==> src/rtl/quad_x_motor_mixer_macros.svh <==
// ---------------------------------------------------------------------------
// Assertion macros for the X-layout motor mixer
// Shared concurrent assertion forms, clocked on clk, off while in reset.
// ---------------------------------------------------------------------------
`ifndef QUAD_X_MOTOR_MIXER_MACROS_SVH
`define QUAD_X_MOTOR_MIXER_MACROS_SVH

// Consequent must hold in the same cycle as the antecedent.
`define QXMM_ASSERT_SAME(label, ante, cons, msg) \
  label: assert property (@(posedge clk) disable iff (!rst_n) (ante) |-> (cons)) \
    else $error(msg);

// Consequent must hold in the cycle after the antecedent.
`define QXMM_ASSERT_NEXT(label, ante, cons, msg) \
  label: assert property (@(posedge clk) disable iff (!rst_n) (ante) |=> (cons)) \
    else $error(msg);

`endif

==> src/rtl/qxmm_pkg.sv <==
// ---------------------------------------------------------------------------
// qxmm_pkg
// Shared widths, register indexes, reset values and mix signs for the mixer.
// ---------------------------------------------------------------------------
package qxmm_pkg;

  localparam int CMD_W      = 12;  // throttle, stick, limits, motor commands
  localparam int CORR_W     = 13;  // signed roll / pitch / yaw corrections
  localparam int SUM_W      = 16;  // signed mix sums and shifted values
  localparam int NUM_MOTORS = 4;
  localparam int CFG_IDX_W  = 2;

  typedef logic [CMD_W-1:0]         cmd_t;
  typedef logic signed [CORR_W-1:0] corr_t;
  typedef logic signed [SUM_W-1:0]  sum_t;
  typedef logic [CFG_IDX_W-1:0]     cfg_idx_t;

  // Register map
  typedef enum logic [CFG_IDX_W-1:0] {
    REG_MAX_THROTTLE = 2'd0,
    REG_MIN_THROTTLE = 2'd1,
    REG_MIN_CHECK    = 2'd2,
    REG_MIN_COMMAND  = 2'd3
  } reg_idx_t;

  localparam cmd_t RST_MAX_THROTTLE = 12'd1850;
  localparam cmd_t RST_MIN_THROTTLE = 12'd1150;
  localparam cmd_t RST_MIN_CHECK    = 12'd1100;
  localparam cmd_t RST_MIN_COMMAND  = 12'd1000;

  // Limits handed from the register bank to the mixing logic
  typedef struct packed {
    cmd_t max_throttle;
    cmd_t min_throttle;
    cmd_t min_check;
    cmd_t min_command;
  } limits_t;

  // Motor order: front left, front right, rear right, rear left
  localparam int MOTOR_FL = 0;
  localparam int MOTOR_FR = 1;
  localparam int MOTOR_RR = 2;
  localparam int MOTOR_RL = 3;

  typedef cmd_t motor_vec_t [NUM_MOTORS];

  // A set bit subtracts that correction instead of adding it
  typedef struct packed {
    logic neg_roll;
    logic neg_pitch;
    logic neg_yaw;
  } mix_sign_t;

  localparam mix_sign_t MIX_TABLE [NUM_MOTORS] = '{
    '{neg_roll: 1'b0, neg_pitch: 1'b1, neg_yaw: 1'b1},  // front left
    '{neg_roll: 1'b1, neg_pitch: 1'b1, neg_yaw: 1'b0},  // front right
    '{neg_roll: 1'b1, neg_pitch: 1'b0, neg_yaw: 1'b1},  // rear right
    '{neg_roll: 1'b0, neg_pitch: 1'b0, neg_yaw: 1'b0}   // rear left
  };

endpackage

==> src/rtl/quad_x_motor_mixer.sv <==
// ---------------------------------------------------------------------------
// quad_x_motor_mixer: X-layout motor mixer, input stage then result register.
// Throughput: one request per cycle; the mix sits between two registers.
// Stalls only while the result register holds a request not yet taken.
// Reset: synchronous, active low; empties both stages, limits to defaults.
// ---------------------------------------------------------------------------
`include "quad_x_motor_mixer_macros.svh"

module quad_x_motor_mixer (
  input  logic                   clk,
  input  logic                   rst_n,
  // configuration write port
  input  logic                   cfg_we,
  input  qxmm_pkg::cfg_idx_t     cfg_index,
  input  qxmm_pkg::cmd_t         cfg_wdata,
  // request channel
  input  logic                   in_valid,
  output logic                   in_ready,
  input  qxmm_pkg::cmd_t         in_throttle_command,
  input  qxmm_pkg::corr_t        in_roll_correction,
  input  qxmm_pkg::corr_t        in_pitch_correction,
  input  qxmm_pkg::corr_t        in_yaw_correction,
  input  qxmm_pkg::cmd_t         in_throttle_stick,
  input  logic                   in_armed,
  // result channel
  output logic                   out_valid,
  input  logic                   out_ready,
  output qxmm_pkg::cmd_t         out_motor_front_left,
  output qxmm_pkg::cmd_t         out_motor_front_right,
  output qxmm_pkg::cmd_t         out_motor_rear_right,
  output qxmm_pkg::cmd_t         out_motor_rear_left
);
  import qxmm_pkg::*;

  // Limit registers
  cmd_t    max_throttle_r, max_throttle_nxt;
  cmd_t    min_throttle_r, min_throttle_nxt;
  cmd_t    min_check_r,    min_check_nxt;
  cmd_t    min_command_r,  min_command_nxt;
  limits_t limits;

  // Input stage
  logic    s1_valid_r, s1_valid_nxt;
  cmd_t    s1_thr_r;
  corr_t   s1_roll_r;
  corr_t   s1_pitch_r;
  corr_t   s1_yaw_r;
  cmd_t    s1_stick_r;
  logic    s1_armed_r;

  // Result stage
  logic       out_valid_r, out_valid_nxt;
  motor_vec_t out_motor_r;
  motor_vec_t mix_motor;

  logic in_take;
  logic out_load;

  // ------------------------------------------------------------------
  // Configuration: decode the index, drop writes to nothing else
  // ------------------------------------------------------------------
  always_comb begin
    max_throttle_nxt = max_throttle_r;
    min_throttle_nxt = min_throttle_r;
    min_check_nxt    = min_check_r;
    min_command_nxt  = min_command_r;
    if (cfg_we) begin
      unique case (reg_idx_t'(cfg_index))
        REG_MAX_THROTTLE: max_throttle_nxt = cfg_wdata;
        REG_MIN_THROTTLE: min_throttle_nxt = cfg_wdata;
        REG_MIN_CHECK:    min_check_nxt    = cfg_wdata;
        REG_MIN_COMMAND:  min_command_nxt  = cfg_wdata;
        default: ;
      endcase
    end
  end

  always_ff @(posedge clk) begin
    if (!rst_n) begin
      max_throttle_r <= RST_MAX_THROTTLE;
      min_throttle_r <= RST_MIN_THROTTLE;
      min_check_r    <= RST_MIN_CHECK;
      min_command_r  <= RST_MIN_COMMAND;
    end else begin
      max_throttle_r <= max_throttle_nxt;
      min_throttle_r <= min_throttle_nxt;
      min_check_r    <= min_check_nxt;
      min_command_r  <= min_command_nxt;
    end
  end

  assign limits = '{max_throttle: max_throttle_r,
                    min_throttle: min_throttle_r,
                    min_check:    min_check_r,
                    min_command:  min_command_r};

  // ------------------------------------------------------------------
  // Pipeline control: the result register loads whenever it is empty or
  // being drained; the input stage advances in the same cycle, so a new
  // request can enter while the previous result waits to be taken.
  // ------------------------------------------------------------------
  assign out_load = !out_valid_r || out_ready;
  assign in_ready = !s1_valid_r || out_load;
  assign in_take  = in_valid && in_ready;

  always_comb begin
    // hold unless the stage moves on or refills
    s1_valid_nxt = s1_valid_r;
    if (in_take) begin
      s1_valid_nxt = 1'b1;
    end else if (out_load) begin
      s1_valid_nxt = 1'b0;
    end
    out_valid_nxt = out_load ? s1_valid_r : out_valid_r;
  end

  always_ff @(posedge clk) begin
    if (!rst_n) begin
      s1_valid_r  <= 1'b0;
      out_valid_r <= 1'b0;
    end else begin
      s1_valid_r  <= s1_valid_nxt;
      out_valid_r <= out_valid_nxt;
    end
  end

  // Input payload: capture on accept
  always_ff @(posedge clk) begin
    if (in_take) begin
      s1_thr_r   <= in_throttle_command;
      s1_roll_r  <= in_roll_correction;
      s1_pitch_r <= in_pitch_correction;
      s1_yaw_r   <= in_yaw_correction;
      s1_stick_r <= in_throttle_stick;
      s1_armed_r <= in_armed;
    end
  end

  // ------------------------------------------------------------------
  // Mix, peak shift, clamp and overrides
  // ------------------------------------------------------------------
  qxmm_mix u_mix (
    .throttle_command (s1_thr_r),
    .roll_correction  (s1_roll_r),
    .pitch_correction (s1_pitch_r),
    .yaw_correction   (s1_yaw_r),
    .throttle_stick   (s1_stick_r),
    .armed            (s1_armed_r),
    .limits           (limits),
    .motor            (mix_motor)
  );

  // Result payload: load only when a request moves into the register
  always_ff @(posedge clk) begin
    if (out_load && s1_valid_r) begin
      out_motor_r <= mix_motor;
    end
  end

  assign out_valid             = out_valid_r;
  assign out_motor_front_left  = out_motor_r[MOTOR_FL];
  assign out_motor_front_right = out_motor_r[MOTOR_FR];
  assign out_motor_rear_right  = out_motor_r[MOTOR_RR];
  assign out_motor_rear_left   = out_motor_r[MOTOR_RL];

  // ------------------------------------------------------------------
  // Assertions
  // ------------------------------------------------------------------
  `QXMM_ASSERT_NEXT(a_stage_hold, s1_valid_r && !out_load && !in_take,
    s1_valid_r, "input stage dropped a request while stalled")
  `QXMM_ASSERT_NEXT(a_disarmed_idle, s1_valid_r && out_load && !s1_armed_r,
    out_valid_r && out_motor_front_left == min_command_r &&
    out_motor_rear_left == min_command_r, "disarmed request not at idle command")
  `QXMM_ASSERT_NEXT(a_clamp_range,
    s1_valid_r && out_load && s1_armed_r && s1_stick_r >= min_check_r &&
    min_throttle_r <= max_throttle_r,
    out_motor_front_right <= max_throttle_r &&
    out_motor_front_right >= min_throttle_r, "armed motor command out of range")
  `QXMM_ASSERT_SAME(a_ready_when_free, !s1_valid_r, in_ready,
    "input stage empty but request refused")

endmodule

==> src/rtl/qxmm_mix.sv <==
// ---------------------------------------------------------------------------
// qxmm_mix
// Combinational X-layout mix: sums, peak shift, clamp and overrides.
// ---------------------------------------------------------------------------
module qxmm_mix (
  input  qxmm_pkg::cmd_t      throttle_command,
  input  qxmm_pkg::corr_t     roll_correction,
  input  qxmm_pkg::corr_t     pitch_correction,
  input  qxmm_pkg::corr_t     yaw_correction,
  input  qxmm_pkg::cmd_t      throttle_stick,
  input  logic                armed,
  input  qxmm_pkg::limits_t   limits,
  output qxmm_pkg::motor_vec_t motor
);
  import qxmm_pkg::*;

  sum_t mix     [NUM_MOTORS];
  sum_t peak_a;
  sum_t peak_b;
  sum_t peak;
  sum_t hi;
  sum_t lo;
  sum_t excess;
  sum_t shifted;
  sum_t clamped;
  sum_t thr_s;
  sum_t roll_s;
  sum_t pitch_s;
  sum_t yaw_s;
  logic over;

  always_comb begin
    thr_s   = sum_t'({4'b0, throttle_command});
    roll_s  = SUM_W'(roll_correction);
    pitch_s = SUM_W'(pitch_correction);
    yaw_s   = SUM_W'(yaw_correction);
    hi      = sum_t'({4'b0, limits.max_throttle});
    lo      = sum_t'({4'b0, limits.min_throttle});

    for (int k = 0; k < NUM_MOTORS; k++) begin
      mix[k] = thr_s
             + (MIX_TABLE[k].neg_roll  ? -roll_s  : roll_s)
             + (MIX_TABLE[k].neg_pitch ? -pitch_s : pitch_s)
             + (MIX_TABLE[k].neg_yaw   ? -yaw_s   : yaw_s);
    end

    // Peak of four as a two-level compare tree
    peak_a = (mix[1] > mix[0]) ? mix[1] : mix[0];
    peak_b = (mix[3] > mix[2]) ? mix[3] : mix[2];
    peak   = (peak_b > peak_a) ? peak_b : peak_a;
    over   = (peak > hi);
    excess = over ? (peak - hi) : '0;

    for (int k = 0; k < NUM_MOTORS; k++) begin
      shifted = mix[k] - excess;
      // Low bound checked first: crossed limits resolve to min throttle
      if (shifted < lo) begin
        clamped = lo;
      end else if (shifted > hi) begin
        clamped = hi;
      end else begin
        clamped = shifted;
      end
      if (throttle_stick < limits.min_check) begin
        clamped = lo;
      end
      if (!armed) begin
        motor[k] = limits.min_command;
      end else begin
        motor[k] = clamped[CMD_W-1:0];
      end
    end
  end

endmodule
==> config.mk <==
export PLATFORM = sky130hd
export DESIGN_NAME = quad_x_motor_mixer
export DESIGN_NICKNAME = d
export VERILOG_FILES = /design/src/rtl/qxmm_pkg.sv /design/src/rtl/quad_x_motor_mixer.sv /design/src/rtl/qxmm_mix.sv
export VERILOG_INCLUDE_DIRS = /design/src /design/src/rtl
export SDC_FILE = /design/constraint.sdc
export NUM_CORES = 1
export LEC_CHECK = 0
export BUFFER_PORTS_ARGS = -buffer_cell sky130_fd_sc_hd__buf_2
export CORE_MARGIN = 2
export CORE_UTILIZATION = 45
export DETAILED_ROUTE_END_ITERATION = 10
export PLACE_DENSITY = 0.69
export SYNTH_ARGS = -nofsm -noshare
export SYNTH_HDL_FRONTEND = slang
export SYNTH_SLANG_ARGS = --single-unit
==> constraint.sdc <==
create_clock -name clk -period 41 [get_ports clk]
set_clock_uncertainty 0.1 [all_clocks]
set_input_delay 8.2 -clock clk [delete_from_list [all_inputs] [get_ports clk]]
set_output_delay 8.2 -clock clk [all_outputs]
set_load 0.1 [all_outputs]
## Yosys cells after proc, flatten, opt, wreduce, memory -nomap -nowiden

Index checks and enable logic that the tools add are counted.

| word-level totals | value |
|---|---|
| register bits | 162 |
| latch bits | 0 |
| RAM bits | 0 |
| memory bits (read-only) | 0 |
| output and inout port bits | 50 |
| memories kept | 0 |

| operators by class | value |
|---|---|
| $add $sub $neg | 18 |
| multipliers | 0 |
| divide/modulo/power cells | 0 |
| magnitude comparators | 13 |
| equality and inequality tests | 3 |
| shift-type cells | 0 |
| muxes and demuxes | 22 |
| bitwise gates (word level) | 0 |
| reduce and logical (&&, ||, !) cells | 12 |

Operator list:

| operator | count |
|---|---|
| 2-to-1 mux 12 bit | 16 |
| greater-than comparator 16 x 13 -> 1 bit | 5 |
| < comparator 16 x 13 -> 1 bit | 4 |
| 2-to-1 mux 16 bit | 4 |
| subtractor 16 bit | 4 |
| adder 16 x 13 -> 16 bit | 3 |
| adder 16 bit | 3 |
| greater-than comparator 16 bit | 3 |
| negation 13 -> 16 bit | 3 |
| adder 13 x 16 -> 16 bit | 1 |
| adder 14 x 16 -> 16 bit | 1 |
| subtractor 16 x 12 -> 16 bit | 1 |
| adder 14 x 13 -> 15 bit | 1 |
| adder 13 x 13 -> 14 bit | 1 |
| < comparator 12 bit | 1 |
| AND reduction 2 bit | 4 |
| equality test 2 bit, second input constant | 2 |
| equality test 2 x 1 -> 1 bit, second input constant | 1 |
| logical AND 1 bit | 2 |
| logical NOT 1 bit | 2 |
| logical NOT 2 bit | 1 |
| logical OR 1 bit | 2 |
| 2-to-1 mux 1 bit | 2 |
| nonzero test 2 bit | 1 |

## Longest topological paths before layout

| depth | value |
|---|---|
| word-level depth | 16 |
| mapped depth | 81 |
| mapped depth without buffers | 77 |

## Hierarchy

Synthesis repeated with hierarchy kept, for this count alone.

| second synthesis, totals | value |
|---|---|
| cell total of the unflattened synthesis | 2267 |
| area total of the unflattened synthesis | 20085.5 um2 |

Modules (own cells, without submodules):

| module | times used | cells each | area an instance (um2) |
|---|---|---|---|
| qxmm_mix | 1 | 1958 | 14724.1 |
| quad_x_motor_mixer | 1 | 309 | 5361.4 |

## Worst setup path before layout

No wires, ideal clock.

| timing | value |
|---|---|
| path type | input port to output port |
| start point | input port out_ready |
| end point | output port in_ready |
| data arrival time | 8.978 ns |
| slack | 23.722 ns |
| cell stages on the path | 2 |
| cells stage by stage | nor2b_1 -> nand2_1 |

| between the ends | value |
|---|---|
| cells in the longest elaborated chain, start to end | 2 |

RTL lines:

| item | line | source |
|---|---|---|
| start, declared | quad_x_motor_mixer.sv:27 | `input logic out_ready,` |
| logical OR 1 bit | quad_x_motor_mixer.sv:102 | `assign out_load = !out_valid_r \|\| out_ready;` |
| logical OR 1 bit | quad_x_motor_mixer.sv:103 | `assign in_ready = !s1_valid_r \|\| out_load;` |
| end, declared | quad_x_motor_mixer.sv:18 | `output logic in_ready,` |

Every way passes these cells.

==> results.py <==
metrics = {
    "run_status": {
        "status": "complete, no violations",
    },
    "placed_design": {
        "portBuffers": 132,
        "dpl.hpwl_mm": 50.8,
        "place.gp.congestion": 0.993,
    },
    "floorplanning": {
        "ios": 133,
        "num_rows": 76,
        "start_util_pct": 45.8,
        "dieWidth_um": 214,
        "core_area_sq_um": 43300,
        "die_y_um": 214,
        "dieArea_sq_um": 45700,
    },
    "critical_path": {
        "worst_path_max_delay_cell": "o21ai_2",
        "critPathCaptureType": "register",
        "cp_max_fo": 31,
        "criticalPathCategory": "reg -> reg",
        "max_stage_delay_ps": 840,
        "arrival_ps": 17990,
        "crit_top_cell": "o21ai_0",
        "startpoint_type": "register",
        "required_ps": 41100,
        "r2r_cells": 71,
    },
    "grt": {
        "grt_pass1_vias": 17527,
        "gr-total-overflow": 0,
        "antenna_found_initial": 0,
        "grt_max_degree": 65,
        "grt_pass1_wl_mm": 94.2,
        "track_usage_pct": 27.0,
    },
    "logic_synthesis": {
        "syn_area_per_cell_sq_um": 8.82,
        "synthesis.area_sq_um": 19800,
        "synth_nets": 2706,
        "ys_ff_latch": 162,
        "synth_edf_count": 112,
        "yosysWarnings": 0,
        "ys_seq_area_share_pct": 22.0,
        "async_flop_share_pct": 0,
        "ys.flop_type": "edfxtp_1",
        "synth.distinct_cells": 93,
        "synthCells": 2246,
    },
    "layout": {
        "multi_input_area_sq_um": 14400,
        "nets": 2816,
        "seq_area_sq_um": 4360,
        "drive_gt1_share_pct": 10.3,
        "fill_cells": 4065,
        "syn_to_final_growth_pct": 9.51,
        "utilization_pct": 50.2,
        "reg_top3": "s1_pitch_r (13), s1_roll_r (13), s1_yaw_r (13)",
        "diodes": 0,
    },
    "sta": {
        "slew_headroom_pct": 11.5,
        "worstMarginPinSlew_ps": 1320,
        "drv_slew": 0,
        "rsz0062_at_grt": "false",
        "period_minus_slack_ps": 17890,
        "hold_viol_final": 0,
        "finalCritPeriodShare_pct": 43.6,
        "tns_ps": 0,
        "fmax_ghz": 0.0559,
        "finalSetupViolCount": 0,
    },
    "run": {
        "drv_cap": 0,
    },
    "detailed_routing": {
        "drc": 0,
        "drt-vias-per-instance": 5.90,
        "drt-initial-drc-count": 1162,
        "first_pass_iters": 7,
        "wl_per_cell_um": 20.7,
        "drt.antenna.violating_nets": 0,
        "via_count": 17419,
        "routed_wl_mm": 61.1,
    },
    "clocking": {
        "cts.clk_slew.worst_paths_ps": 80,
        "htree_levels": 4,
        "clkSinkCount": 162,
        "cts_resized": 0,
        "cts_hold_buffers": 0,
        "clockBufferDepth": 2,
        "clk_latency_ps": 490,
        "cts_tree": "built",
        "numCtsBuffers": 17,
        "clockRootBuffer": "clkbuf_16",
        "post_cts_buffers": 0,
    },
    "worst_hold_path": {
        "min_path_type": "reg -> reg",
        "hold_path_depth": 2,
    },
}
-- critical path, delay by kind of cell (launching register included) --
kind            cells  cell delay, ps
compound gates     39            8980
xor+xnor            3             980
simple gates       17            3820
fa+ha+maj          10            3220
flops               1             360
buf+inv             2             120
-- cells by family after synthesis --
group | Yosys count | share of synthesized area (%)
adders and majority gates | 377 | 25.9
xor gates and xnor gates | 161 | 7.19
DFF | 162 | 22.0
and+or+nand+nor | 566 | 14.0
muxes | 70 | 3.77
buffers and inverters | 278 | 5.37
AOI/OAI and AO/OA | 632 | 21.8
-- metrics by stage --
step	area (sq um)	setup WS [ps]	hold WS [ps]	instances
after floorplan	19800	23720	340	2246
after global placement	21100	23690	353	2922
final	21700	23110	376	2954
after detailed placement	21100	23600	363	2922
after global routing	21700	21840	405	2954
after CTS	21700	23540	375	2954
-- layout by cell type, fill, tap and decap left out, types with 8 or more instances in the layout --
| cell type | n |
|---|---|
| o21ai_0 | 113 |
| a21o_1 | 62 |
| xnor2_1 | 118 |
| clkbuf_16 | 17 |
| a311oi_1 | 8 |
| a21oi_1 | 152 |
| nand3_1 | 37 |
| nand4_1 | 33 |
| xor2_1 | 41 |
| nand2b_1 | 25 |
| nor3_1 | 37 |
| o21a_1 | 40 |
| a31oi_1 | 12 |
| or3_1 | 9 |
| mux2i_1 | 39 |
| nand2_1 | 173 |
| a211oi_1 | 13 |
| buf_4 | 8 |
| ha_1 | 321 |
| o311ai_0 | 11 |
| o21bai_1 | 26 |
| inv_1 | 229 |
| fa_1 | 56 |
| edfxtp_1 | 112 |
| a21boi_0 | 40 |
| nor2_1 | 152 |
| dfxtp_1 | 50 |
| o31ai_1 | 9 |
| o211ai_1 | 47 |
| and2_1 | 9 |
| a211o_1 | 9 |
| mux2_2 | 29 |
| buf_2 | 132 |
| nor2b_1 | 35 |
| or4_1 | 8 |
| o311ai_1 | 18 |
-- worst paths after layout --
| kind | startpoint | end | slack, ps |
|---|---|---|---|
| min | min_check_r[1] | min_check_r[1] | 380 |
| max | s1_thr_r[0] | out_motor_rear_left[8] | 23110 |
| max reg2reg | s1_thr_r[0] | out_motor_rear_left[8] | 23110 |
| min reg2reg | min_check_r[1] | min_check_r[1] | 380 |
-- area by class of cell --
| cell class | instances | share of cell area [%] |
|---|---|---|
| clock buffer | 17 | 1.96 |
| clock inverter | 15 | 0.876 |
| inverter | 229 | 3.96 |
| multi-input combinational | 1806 | 66.4 |
| sequential | 162 | 20.1 |
| tap | 585 | 3.37 |
| timing repair buffer | 140 | 3.32 |
-- synth_stat cells, types with 47 or more instances --
master	instances	area share, %
ha_1	321	20
inv_1	229	4.3
nand2_1	173	3.3
a21oi_1	152	3.8
nor2_1	152	2.9
xnor2_1	118	5.2
o21ai_0	113	2.9
edfxtp_1	112	17
a21o_1	62	2.3
fa_1	56	5.7
dfxtp_1	50	5.1
o211ai_1	47	1.8
-- metal layers --
metal,vias to the layer above,share of wire (%),GRT usage [%]
li1,8363,-,-
met5,-,0,0
met2,570,50,48.9
met3,164,4.0,3.30
met1,8322,41,31.1
met4,0,5.3,14.6
Power is not shown: default switching activity piles up to over one toggle a cycle in this logic, so the estimate is an artifact.
